`config.mk`:
```
export PLATFORM = sky130hd
export DESIGN_NAME = ubx_frame_filter_parser_core
export DESIGN_NICKNAME = d
export VERILOG_FILES = /design/src/hdl/ufp_pkg.sv /design/src/hdl/ufp_cfg.sv /design/src/hdl/ufp_parser.sv /design/src/hdl/ufp_out_buf.sv /design/src/hdl/ubx_frame_filter_parser_core.sv
export SDC_FILE = /design/constraint.sdc
export NUM_CORES = 1
export LEC_CHECK = 0
export BUFFER_PORTS_ARGS = -buffer_cell sky130_fd_sc_hd__buf_2
export CAP_MARGIN = 20
export CORE_MARGIN = 4
export CORE_UTILIZATION = 30
export CTS_CLUSTER_DIAMETER = 120
export DETAILED_ROUTE_END_ITERATION = 8
export REMOVE_ABC_BUFFERS = 1
export SLEW_MARGIN = 20
export SYNTH_ARGS = -nofsm -noshare
export SYNTH_HDL_FRONTEND = slang
export SYNTH_SLANG_ARGS = --single-unit
```
`constraint.sdc`:
```
create_clock -name i_clk -period 23.4 [get_ports i_clk]
set_input_delay 1.17 -clock i_clk [delete_from_list [all_inputs] [get_ports i_clk]]
set_output_delay 1.17 -clock i_clk [all_outputs]
set_load 0.1 [all_outputs]
```
`src/hdl/ufp_pkg.sv`:
```
// Shared types and constants of the UBX frame filter parser.
`timescale 1ns / 1ps

package ufp_pkg;

    localparam logic [7:0] SYNC_ONE = 8'hB5;
    localparam logic [7:0] SYNC_TWO = 8'h62;

    localparam logic [7:0]  WANTED_CLASS_RST = 8'h01;
    localparam logic [7:0]  WANTED_ID_RST    = 8'h07;
    localparam logic [15:0] MAX_PAYLOAD_RST  = 16'd1024;

    localparam int ADDR_W = 4;

    typedef enum logic [1:0] {
        REG_WANTED_CLASS = 2'd0,
        REG_WANTED_ID    = 2'd1,
        REG_MAX_PAYLOAD  = 2'd2,
        REG_UNUSED       = 2'd3
    } t_reg_idx;

    typedef enum logic [2:0] {
        KIND_PAYLOAD  = 3'd0,
        KIND_GOOD     = 3'd1,
        KIND_CK_ERROR = 3'd2,
        KIND_SKIPPED  = 3'd3,
        KIND_TOO_LONG = 3'd4
    } t_kind;

    typedef enum logic [8:0] {
        PH_HUNT1   = 9'b000000001,
        PH_HUNT2   = 9'b000000010,
        PH_CLASS   = 9'b000000100,
        PH_ID      = 9'b000001000,
        PH_LEN_LO  = 9'b000010000,
        PH_LEN_HI  = 9'b000100000,
        PH_PAYLOAD = 9'b001000000,
        PH_CK_A    = 9'b010000000,
        PH_CK_B    = 9'b100000000
    } t_phase;

    typedef struct packed {
        logic [7:0]  wanted_class;
        logic [7:0]  wanted_id;
        logic [15:0] max_payload;
    } t_cfg;

    typedef struct packed {
        t_kind       kind;
        logic [7:0]  data_byte;
        logic [15:0] byte_index;
        logic [7:0]  frame_class;
        logic [7:0]  frame_id;
        logic [15:0] payload_length;
        logic [15:0] received_checksum;
        logic [15:0] computed_checksum;
        logic        last;
    } t_result;

endpackage

```
`src/hdl/ufp_cfg.sv`:
```
// APB configuration registers of the UBX frame filter parser.
`timescale 1ns / 1ps

module ufp_cfg import ufp_pkg::*; (
    input  logic              i_clk,
    input  logic              i_rst_n,
    input  logic              psel,
    input  logic              penable,
    input  logic              pwrite,
    input  logic [ADDR_W-1:0] paddr,
    input  logic [31:0]       pwdata,
    output logic [31:0]       prdata,
    output logic              pready,
    output t_cfg              o_cfg
);

    t_cfg     r_cfg;
    t_reg_idx w_idx;
    logic     w_wr;

    assign pready = 1'b1;
    assign w_idx  = t_reg_idx'(paddr[3:2]);
    assign w_wr   = psel && penable && pwrite && pready;

    always_ff @(posedge i_clk) begin
        if (!i_rst_n) begin
            r_cfg.wanted_class <= WANTED_CLASS_RST;
            r_cfg.wanted_id    <= WANTED_ID_RST;
            r_cfg.max_payload  <= MAX_PAYLOAD_RST;
        end else if (w_wr) begin
            unique case (w_idx)
                REG_WANTED_CLASS: r_cfg.wanted_class <= pwdata[7:0];
                REG_WANTED_ID:    r_cfg.wanted_id    <= pwdata[7:0];
                REG_MAX_PAYLOAD:  r_cfg.max_payload  <= pwdata[15:0];
                default: ;
            endcase
        end
    end

    always_comb begin
        unique case (w_idx)
            REG_WANTED_CLASS: prdata = {24'd0, r_cfg.wanted_class};
            REG_WANTED_ID:    prdata = {24'd0, r_cfg.wanted_id};
            REG_MAX_PAYLOAD:  prdata = {16'd0, r_cfg.max_payload};
            default:          prdata = 32'd0;
        endcase
    end

    assign o_cfg = r_cfg;

endmodule

```
`src/hdl/ufp_parser.sv`:
```
// Frame state machine, Fletcher sums and result formation.
`timescale 1ns / 1ps

module ufp_parser import ufp_pkg::*; (
    input  logic       i_clk,
    input  logic       i_rst_n,
    input  logic       i_accept,
    input  logic [7:0] i_rx_byte,
    input  t_cfg       i_cfg,
    output logic       o_res_valid,
    output t_result    o_res
);

    t_phase      r_phase, n_phase;
    logic [7:0]  r_sum_a, n_sum_a;
    logic [7:0]  r_sum_b, n_sum_b;
    logic [7:0]  r_class, n_class;
    logic [7:0]  r_id, n_id;
    logic [15:0] r_length, n_length;
    logic [15:0] r_count, n_count;
    logic [7:0]  r_ck_a, n_ck_a;

    logic        w_add;
    logic [7:0]  w_base_a, w_base_b;
    logic [7:0]  w_add_a, w_add_b;
    logic        w_wanted;
    logic [15:0] w_count_inc;
    logic [15:0] w_rx_ck, w_calc_ck;
    logic        w_emit;
    t_result     w_res;

    assign w_wanted    = (r_class == i_cfg.wanted_class) && (r_id == i_cfg.wanted_id);
    assign w_count_inc = r_count + 16'd1;
    assign w_rx_ck     = {i_rx_byte, r_ck_a};
    assign w_calc_ck   = {r_sum_b, r_sum_a};

    // class byte restarts the sums
    assign w_base_a = (r_phase == PH_CLASS) ? 8'd0 : r_sum_a;
    assign w_base_b = (r_phase == PH_CLASS) ? 8'd0 : r_sum_b;
    assign w_add_a  = w_base_a + i_rx_byte;
    assign w_add_b  = w_base_b + w_add_a;

    always_comb begin
        n_phase  = r_phase;
        n_class  = r_class;
        n_id     = r_id;
        n_length = r_length;
        n_count  = r_count;
        n_ck_a   = r_ck_a;
        w_add    = 1'b0;
        w_emit   = 1'b0;

        w_res.kind              = KIND_PAYLOAD;
        w_res.data_byte         = 8'd0;
        w_res.byte_index        = 16'd0;
        w_res.received_checksum = 16'd0;
        w_res.computed_checksum = 16'd0;
        w_res.last              = 1'b1;

        unique case (r_phase)
            PH_HUNT2: begin
                if (i_rx_byte == SYNC_TWO) begin
                    n_phase = PH_CLASS;
                end else if (i_rx_byte != SYNC_ONE) begin
                    n_phase = PH_HUNT1;
                end
            end
            PH_CLASS: begin
                n_class = i_rx_byte;
                w_add   = 1'b1;
                n_phase = PH_ID;
            end
            PH_ID: begin
                n_id    = i_rx_byte;
                w_add   = 1'b1;
                n_phase = PH_LEN_LO;
            end
            PH_LEN_LO: begin
                n_length = {8'd0, i_rx_byte};
                w_add    = 1'b1;
                n_phase  = PH_LEN_HI;
            end
            PH_LEN_HI: begin
                n_length = {i_rx_byte, r_length[7:0]};
                w_add    = 1'b1;
                n_count  = 16'd0;
                if (n_length > i_cfg.max_payload) begin
                    w_emit     = 1'b1;
                    w_res.kind = KIND_TOO_LONG;
                    n_phase    = PH_HUNT1;
                end else if (n_length == 16'd0) begin
                    n_phase = PH_CK_A;
                end else begin
                    n_phase = PH_PAYLOAD;
                end
            end
            PH_PAYLOAD: begin
                w_add   = 1'b1;
                n_count = w_count_inc;
                if (w_wanted) begin
                    w_emit           = 1'b1;
                    w_res.data_byte  = i_rx_byte;
                    w_res.byte_index = r_count;
                    w_res.last       = 1'b0;
                end
                if (w_count_inc == r_length) begin
                    n_phase = PH_CK_A;
                end
            end
            PH_CK_A: begin
                n_ck_a  = i_rx_byte;
                n_phase = PH_CK_B;
            end
            PH_CK_B: begin
                w_emit                  = 1'b1;
                w_res.received_checksum = w_rx_ck;
                w_res.computed_checksum = w_calc_ck;
                if (!w_wanted) begin
                    w_res.kind = KIND_SKIPPED;
                end else if (w_rx_ck == w_calc_ck) begin
                    w_res.kind = KIND_GOOD;
                end else begin
                    w_res.kind = KIND_CK_ERROR;
                end
                n_phase = PH_HUNT1;
            end
            default: begin
                // hunting, and any stray phase code
                n_phase = (i_rx_byte == SYNC_ONE) ? PH_HUNT2 : PH_HUNT1;
            end
        endcase

        n_sum_a = w_add ? w_add_a : r_sum_a;
        n_sum_b = w_add ? w_add_b : r_sum_b;

        w_res.frame_class    = n_class;
        w_res.frame_id       = n_id;
        w_res.payload_length = n_length;
    end

    always_ff @(posedge i_clk) begin
        if (!i_rst_n) begin
            r_phase  <= PH_HUNT1;
            r_sum_a  <= 8'd0;
            r_sum_b  <= 8'd0;
            r_class  <= 8'd0;
            r_id     <= 8'd0;
            r_length <= 16'd0;
            r_count  <= 16'd0;
            r_ck_a   <= 8'd0;
        end else if (i_accept) begin
            r_phase  <= n_phase;
            r_sum_a  <= n_sum_a;
            r_sum_b  <= n_sum_b;
            r_class  <= n_class;
            r_id     <= n_id;
            r_length <= n_length;
            r_count  <= n_count;
            r_ck_a   <= n_ck_a;
        end
    end

    assign o_res_valid = i_accept && w_emit;
    assign o_res       = w_res;

`ifndef SYNTHESIS
    a_payload_phase: assert property (@(posedge i_clk) disable iff (!i_rst_n)
        (o_res_valid && o_res.kind == KIND_PAYLOAD) |-> (r_phase == PH_PAYLOAD))
        else $error("payload beat outside payload phase");

    a_ckb_ends: assert property (@(posedge i_clk) disable iff (!i_rst_n)
        (i_accept && r_phase == PH_CK_B) |=> (r_phase == PH_HUNT1))
        else $error("frame end did not return to hunting");

    a_too_long: assert property (@(posedge i_clk) disable iff (!i_rst_n)
        (i_accept && r_phase == PH_LEN_HI && n_length > i_cfg.max_payload)
        |-> (o_res_valid && o_res.kind == KIND_TOO_LONG))
        else $error("oversize length without abort status");

    a_payload_end: assert property (@(posedge i_clk) disable iff (!i_rst_n)
        (i_accept && r_phase == PH_PAYLOAD && w_count_inc == r_length)
        |=> (r_phase == PH_CK_A))
        else $error("payload end missed");
`endif

endmodule

```
`src/hdl/ufp_out_buf.sv`:
```
// Result register with a skid stage toward the output channel.
`timescale 1ns / 1ps

module ufp_out_buf import ufp_pkg::*; (
    input  logic    i_clk,
    input  logic    i_rst_n,
    input  logic    i_res_valid,
    input  t_result i_res,
    output logic    o_space,
    output logic    o_valid,
    input  logic    i_ready,
    output t_result o_res
);

    logic    r_out_valid, r_skid_valid;
    t_result r_out, r_skid;
    logic    w_slot_free;

    assign w_slot_free = !r_out_valid || i_ready;
    assign o_space     = !r_skid_valid;

    always_ff @(posedge i_clk) begin
        if (!i_rst_n) begin
            r_out_valid  <= 1'b0;
            r_skid_valid <= 1'b0;
        end else if (w_slot_free) begin
            r_out_valid  <= r_skid_valid || i_res_valid;
            r_skid_valid <= 1'b0;
        end else if (i_res_valid) begin
            // hold the beat until the output slot drains
            r_skid_valid <= 1'b1;
        end
    end

    always_ff @(posedge i_clk) begin
        if (w_slot_free) begin
            r_out <= r_skid_valid ? r_skid : i_res;
        end
        if (!w_slot_free && i_res_valid) begin
            r_skid <= i_res;
        end
    end

    assign o_valid = r_out_valid;
    assign o_res   = r_out;

`ifndef SYNTHESIS
    a_skid_behind_out: assert property (@(posedge i_clk) disable iff (!i_rst_n)
        r_skid_valid |-> r_out_valid)
        else $error("skid full while output empty");

    a_no_overrun: assert property (@(posedge i_clk) disable iff (!i_rst_n)
        r_skid_valid |-> !i_res_valid)
        else $error("result arrived with skid full");
`endif

endmodule

```
`src/hdl/ubx_frame_filter_parser_core.sv`:
```
// Top level: UBX frame filter parser with APB configuration.
// Output: a result is registered, via the skid stage if the output stalls.
// Throughput: one byte per cycle; the result register and one skid stage let
// a byte be taken while a result waits, ready drops only when both are full.
// Reset: synchronous, active low; hunting for sync, sums and header cleared,
// registers return to class 0x01, id 0x07, max payload 1024.
`timescale 1ns / 1ps

module ubx_frame_filter_parser_core import ufp_pkg::*; (
    input  logic              i_clk,
    input  logic              i_rst_n,
    input  logic              i_rx_valid,
    output logic              o_rx_ready,
    input  logic [7:0]        i_rx_byte,
    output logic              o_out_valid,
    input  logic              i_out_ready,
    output logic [2:0]        o_kind,
    output logic [7:0]        o_data_byte,
    output logic [15:0]       o_byte_index,
    output logic [7:0]        o_frame_class,
    output logic [7:0]        o_frame_id,
    output logic [15:0]       o_payload_length,
    output logic [15:0]       o_received_checksum,
    output logic [15:0]       o_computed_checksum,
    output logic              o_last,
    input  logic              psel,
    input  logic              penable,
    input  logic              pwrite,
    input  logic [ADDR_W-1:0] paddr,
    input  logic [31:0]       pwdata,
    output logic [31:0]       prdata,
    output logic              pready
);

    t_cfg    w_cfg;
    logic    w_accept;
    logic    w_res_valid;
    t_result w_res, w_out;

    assign w_accept = i_rx_valid && o_rx_ready;

    ufp_cfg u_cfg (
        .i_clk   (i_clk),
        .i_rst_n (i_rst_n),
        .psel    (psel),
        .penable (penable),
        .pwrite  (pwrite),
        .paddr   (paddr),
        .pwdata  (pwdata),
        .prdata  (prdata),
        .pready  (pready),
        .o_cfg   (w_cfg)
    );

    ufp_parser u_parser (
        .i_clk       (i_clk),
        .i_rst_n     (i_rst_n),
        .i_accept    (w_accept),
        .i_rx_byte   (i_rx_byte),
        .i_cfg       (w_cfg),
        .o_res_valid (w_res_valid),
        .o_res       (w_res)
    );

    ufp_out_buf u_out_buf (
        .i_clk       (i_clk),
        .i_rst_n     (i_rst_n),
        .i_res_valid (w_res_valid),
        .i_res       (w_res),
        .o_space     (o_rx_ready),
        .o_valid     (o_out_valid),
        .i_ready     (i_out_ready),
        .o_res       (w_out)
    );

    assign o_kind              = w_out.kind;
    assign o_data_byte         = w_out.data_byte;
    assign o_byte_index        = w_out.byte_index;
    assign o_frame_class       = w_out.frame_class;
    assign o_frame_id          = w_out.frame_id;
    assign o_payload_length    = w_out.payload_length;
    assign o_received_checksum = w_out.received_checksum;
    assign o_computed_checksum = w_out.computed_checksum;
    assign o_last              = w_out.last;

endmodule
```
## Word-level counts from Yosys, hierarchy flattened

Cells that the tools add are included.

| storage, ports and cells | value |
|---|---|
| bits in registers | 299 |
| input bits | 51 |
| output and inout port bits | 127 |
| word-level logic and storage cells | 106 |

| operators by class | value |
|---|---|
| add/sub/neg operators | 3 |
| order comparisons | 1 |
| equality and inequality tests | 19 |
| muxes and demuxes | 28 |
| bitwise gates (word level) | 1 |
| reductions and logical operators | 23 |

Operator list:

| kind | number |
|---|---|
| two-way mux 92 bit | 1 |
| case mux 9 bit (8 select lines) | 1 |
| case mux 16 bit (2 select lines) | 2 |
| two-way mux 24 bit | 2 |
| two-way mux 8 bit | 6 |
| case mux 16 bit (3 select lines) | 1 |
| equality test 16 bit | 2 |
| two-way mux 32 bit | 1 |
| two-way mux 9 bit | 3 |
| adder 16 x 1 -> 16 bit (second input constant) | 1 |
| adder 8 bit | 2 |
| equality test 8 bit | 2 |
| greater-than comparator 16 bit | 1 |
| logical NOT 16 bit | 1 |
| AND reduction 2 bit | 6 |
| equality test 9 x 2 -> 1 bit (second input constant) | 1 |
| equality test 9 x 3 -> 1 bit (second input constant) | 1 |
| equality test 9 x 4 -> 1 bit (second input constant) | 1 |
| equality test 9 x 5 -> 1 bit (second input constant) | 1 |
| equality test 9 x 6 -> 1 bit (second input constant) | 1 |
| equality test 9 x 7 -> 1 bit (second input constant) | 1 |
| equality test 9 x 8 -> 1 bit (second input constant) | 1 |
| equality test 9 bit (second input constant) | 1 |
| equality test 8 x 7 -> 1 bit (second input constant) | 1 |
| other kinds (20) | 34 |

## Logic depth before layout (Yosys ltp)

| logic depth | value |
|---|---|
| depth in word-level cells | 6 |
| gate-level depth with buffers | 21 |
| gate-level depth less buffers | 18 |

## Hierarchy

From an unflattened synthesis, not the netlist that was laid out.

| second synthesis, totals | value |
|---|---|
| cell total of the unflattened synthesis | 1257 |
| area total of the unflattened synthesis | 14418.8 µm² |

Modules (own cells, without submodules):

| module | instances | cells an instance | area each (µm²) | seq. area each (µm²) |
|---|---|---|---|---|
| ufp_out_buf | 1 | 295 | 6727.7 | 5565.3 |
| ufp_parser | 1 | 776 | 6042.0 | 1621.6 |
| ufp_cfg | 1 | 185 | 1642.8 | 640.6 |
| ubx_frame_filter_parser_core | 1 | 1 | 6.3 | 0.0 |

## Least setup slack after synthesis

No wires, ideal clock.

| timing path | value |
|---|---|
| path type | register to register |
| start point | register u_out_buf.r_out_valid (netlist: u_out_buf.o_valid) |
| end point | register u_out_buf.r_skid[0] (netlist name) (enable) |
| library setup time | 0.656 ns |
| data arrival time | 9.858 ns |
| required time | 22.744 ns |
| slack | 12.886 ns |
| stages on the path, launching flop included | 3 |
| path buffers | 0 |
| clock period less this slack | 10.514 ns |
| cell sequence | dfxtp_1 -> nand2b_1 -> nor3_1 |

| between the ends | value |
|---|---|
| longest elaborated chain between the ends | 4 |

Ends and longest elaborated chain:

| element | RTL line | RTL |
|---|---|---|
| start, declared | ufp_out_buf.sv:15 | `logic r_out_valid, r_skid_valid;` |
| start signal, assigned | ufp_out_buf.sv:27 | `r_out_valid <= r_skid_valid \|\| i_res_valid;` |
| logical NOT 1 bit | ufp_out_buf.sv:19 | `assign w_slot_free = !r_out_valid \|\| i_ready;` |
| logical OR 1 bit | ufp_out_buf.sv:19 |  |
| net u_out_buf.w_slot_free | ufp_out_buf.sv:17 | `logic w_slot_free;` |
| logical NOT 1 bit | ufp_out_buf.sv:39 | `if (!w_slot_free && i_res_valid) begin` |
| logical AND 1 bit | ufp_out_buf.sv:39 |  |
| end signal, assigned | ufp_out_buf.sv:40 | `r_skid <= i_res;` |
| end, declared | ufp_out_buf.sv:16 | `t_result r_out, r_skid;` |

The timed path passes the listed nets, and every way through them passes these cells.
A chain may end at the register's enable or synchronous reset.

## Worst setup path in the final report

| timing path | value |
|---|---|
| start point | input port i_rx_byte[6] |
| end point | register u_out_buf.r_skid[33] (netlist name) (enable) |

| between the ends | value |
|---|---|
| longest elaborated chain between the ends | 5 |

Ends and longest elaborated chain:

| element | RTL line | RTL |
|---|---|---|
| start, declared | ubx_frame_filter_parser_core.sv:14 | `input logic [7:0] i_rx_byte,` |
| greater-than comparator 16 bit | ufp_parser.sv:87 | `if (n_length > i_cfg.max_payload) begin` |
| two-way mux 1 bit | ufp_parser.sv:87 |  |
| case mux 1 bit (3 select lines) | ufp_parser.sv:60 | `unique case (r_phase)` |
| logical AND 1 bit | ufp_parser.sv:163 | `assign o_res_valid = i_accept && w_emit;` |
| logical AND 1 bit | ufp_out_buf.sv:39 |  |

Every way passes these cells.

==> impl_metrics.json <==
{
  "status": "finished clean",
  "grt_overflow": 0,
  "critPathArrivalTime_ns": 4.70,
  "met3WireLength_um": 2270,
  "place.gp.congestion": 0.862,
  "synth_area_mm2": 0.0143,
  "setup_slack_ns": 18.86,
  "critical_path_class": "primary input to register",
  "ys_types": 65,
  "r2r.worst_path.cells": 17,
  "ctsResizeCount": 0,
  "slowest_stage": "buf_4",
  "grtUsageTotal": 0.146,
  "post-route-util": 0.358,
  "ant_nets": 0,
  "startpoint_type": "primary input",
  "rsz0062_at_grt": "no",
  "r2r_end": "u_parser.r_sum_b[7]",
  "io_pins": 178,
  "end_kind": "register",
  "area_delta_synth_final_pct": 17.4,
  "setup_viol": 0,
  "startpoint": "i_rx_byte[6]",
  "final_area_mm2": 0.0167,
  "synth-seq-cells": 299,
  "p_leak_nw": 6.79,
  "r2r_setup_slack_ns": 18.90,
  "synthFlopType": "edfxtp_1",
  "drc_errors": 0,
  "async_flop_share": 0,
  "numCtsBuffers": 35,
  "synthCells": 1281,
  "place_area_mm2": 0.0155,
  "fin_nets": 1483,
  "drive_above_1_share": 0.239,
  "yosysSeqAreaShare": 0.549,
  "htreeDepth": 2,
  "clkLatencyLatePin_ns": 0.54,
  "power.total_mw": 1.23,
  "grt_first_pass_wirelength_um": 58600,
  "reg2reg_from": "u_parser.r_phase[4]",
  "coreArea_mm2": 0.0468,
  "root_buffer": "clkbuf_16",
  "cts_buffer_depth": 3,
  "die_area_mm2": 0.0511,
  "period_share": 0.194,
  "grt_max_degree": 82,
  "highest_layer": "met4",
  "ys_warn_count": 0,
  "die_h_um": 226,
  "fmax_mhz": 220,
  "path_depth": 10,
  "hp-class": "register to register",
  "start_util": 0.305,
  "finClkSkew_ns": 0.0158,
  "first_pass_iters": 5,
  "hold_viol": 0,
  "synth-edff-count": 184,
  "met1_length_um": 18300,
  "postCtsSetupBuffers": 0,
  "vias": 10200,
  "cpPeakStageDelay_ns": 0.71,
  "cpMostUsedCell": "buf_4",
  "min_period_ns": 4.54,
  "cts_tree": "done",
  "cp_data_required_time_ns": 23.56,
  "wl_met2_um": 17000,
  "critPathCapture": "u_out_buf.r_skid[33]",
  "hold_buffers": 0,
  "clock_sinks": 299,
  "grt_pass1_vias": 9967,
  "port_buffers": 142,
  "max_slew.worst_pin.slew_ns": 1.05,
  "vdd_drop_max_mv": 0.0382,
  "rows": 79,
  "wl_per_cell_um": 18.8,
  "wl_um": 38300,
  "drt-vias-per-instance": 5.00,
  "critPathBufInv": 3,
  "power.density_mw_per_mm2": 73.8,
  "post-place-ws_ns": 18.26,
  "critical_path.cell_chain": "buf_2 > ha_1 > nand4_1 > a2111oi_0 > nor4b_1 > o31ai_1 > nor2_1 > nor3_2 > buf_4 > buf_4",
  "drv_slew": 0,
  "dp_hpwl_um": 24900,
  "slew_headroom": 0.300,
  "antenna_found_initial": 0,
  "syn_avg_cell_area_um2": 11.1,
  "drv_cap": 0,
  "cpLargestDelayFamily": "buffers and inverters",
  "first_iter_violations": 721,
  "final.setup.tns_ns": 0,
  "crit_fanout": 60,
  "die_w_um": 226,
  "path_clk_slew_ns": 0.06
}
Yosys cell counts (all sizes together) (13+ instances only):
cell / instances / area share
a21oi: 76 / 0.027
nand2: 115 / 0.031
and3: 67 / 0.029
nand3: 35 / 0.012
mux2: 112 / 0.088
nor2: 109 / 0.029
dfxtp: 115 / 0.16
buf: 31 / 0.014
inv: 26 / 0.0068
edfxtp: 184 / 0.39
ha: 31 / 0.027
xnor2: 45 / 0.028
nand4: 22 / 0.010
and2: 26 / 0.011
xor2: 19 / 0.012
nor4: 13 / 0.0089
clkbuf: 60 / 0.016
nor3: 35 / 0.013
mux2i: 24 / 0.017
o21ai: 32 / 0.011
flip-flops by register name, summed over array words and instances (netlist names):
register	flops
u_out_buf.o_res	92
u_parser.r_count	16
u_parser.r_id	8
u_parser.r_sum_a	8
u_out_buf.r_skid_valid	1
u_parser.r_sum_b	8
u_out_buf.r_skid	92
u_parser.r_class	8
u_parser.r_ck_a	8
u_parser.r_length	16
u_parser.r_phase	9
u_out_buf.o_valid	1
u_cfg.o_cfg	32
logic make-up after synthesis:
group / share of synthesized area
other cells: 0.000527
mux: 0.105
fa+ha+maj: 0.0300
xor+xnor: 0.0410
compound gates: 0.0695
flops: 0.549
buf+inv: 0.0372
simple gates: 0.167
worst min-delay path by stage:
stage / from / end / slack [ns] / cells after the start
final: u_cfg.o_cfg[9] / u_cfg.o_cfg[9] / 0.47 / 2
after global routing: u_cfg.o_cfg[15] / u_cfg.o_cfg[15] / 0.49 / 2
after CTS: u_cfg.o_cfg[9] / u_cfg.o_cfg[9] / 0.47 / 2
after detailed placement: u_cfg.o_cfg[9] / u_cfg.o_cfg[9] / 0.47 / 2
after global placement: u_cfg.o_cfg[15] / u_cfg.o_cfg[15] / 0.46 / 2
after floorplan: u_cfg.o_cfg[11] / u_cfg.o_cfg[11] / 0.44 / 2
power by group:
group / switching (mW) / internal (mW) / total (mW)
registers: 0.00584 / 0.561 / 0.566
logic: 0.0666 / 0.0203 / 0.0869
clock network: 0.216 / 0.365 / 0.581
layout by cell type, fill, tap and decap left out, drive strengths merged, types with 35 or more instances in the layout:
cell type | synthesis | layout
clkbuf | 60 | 47
mux2 | 112 | 112
buf | 31 | 157
nor3 | 35 | 35
xnor2 | 45 | 45
and3 | 67 | 67
edfxtp | 184 | 184
nor2 | 109 | 109
a21oi | 76 | 76
nand3 | 35 | 35
nand2 | 115 | 115
dfxtp | 115 | 115
cell type report:
type                            count  area [um2]
Clock buffer                       47         997
Sequential cell                   299        7830
Multi-Input combinational cell    880        5990
Antenna cell                        1        2.50
Clock inverter                     15         223
Fill cell                        4590       30000
Inverter                           26        98.8
Timing Repair Buffer              157         831
Tap cell                          607         759
per-stage QoR:
step | hold slack, ns | instances
2_1_floorplan | 0.445 | 1205
3_3_place_gp | 0.457 | 1968
3_5_place_dp | 0.465 | 1969
4_1_cts | 0.474 | 2031
5_1_grt | 0.493 | 2031
6_report | 0.475 | 2032
tightest hold or removal path, cell delays in order, from the launching register on:
cell and delay (ns):
dfxtp_1 0.32, nand2_1 0.05, a21oi_1 0.05
layer usage:
layer / up-vias / track usage
met5: - / 0
met4: 0 / 0.0352
met3: 45 / 0.0291
met2: 308 / 0.228
met1: 4950 / 0.208
li1: 4859 / -
Power figures use the tool's default switching activity.
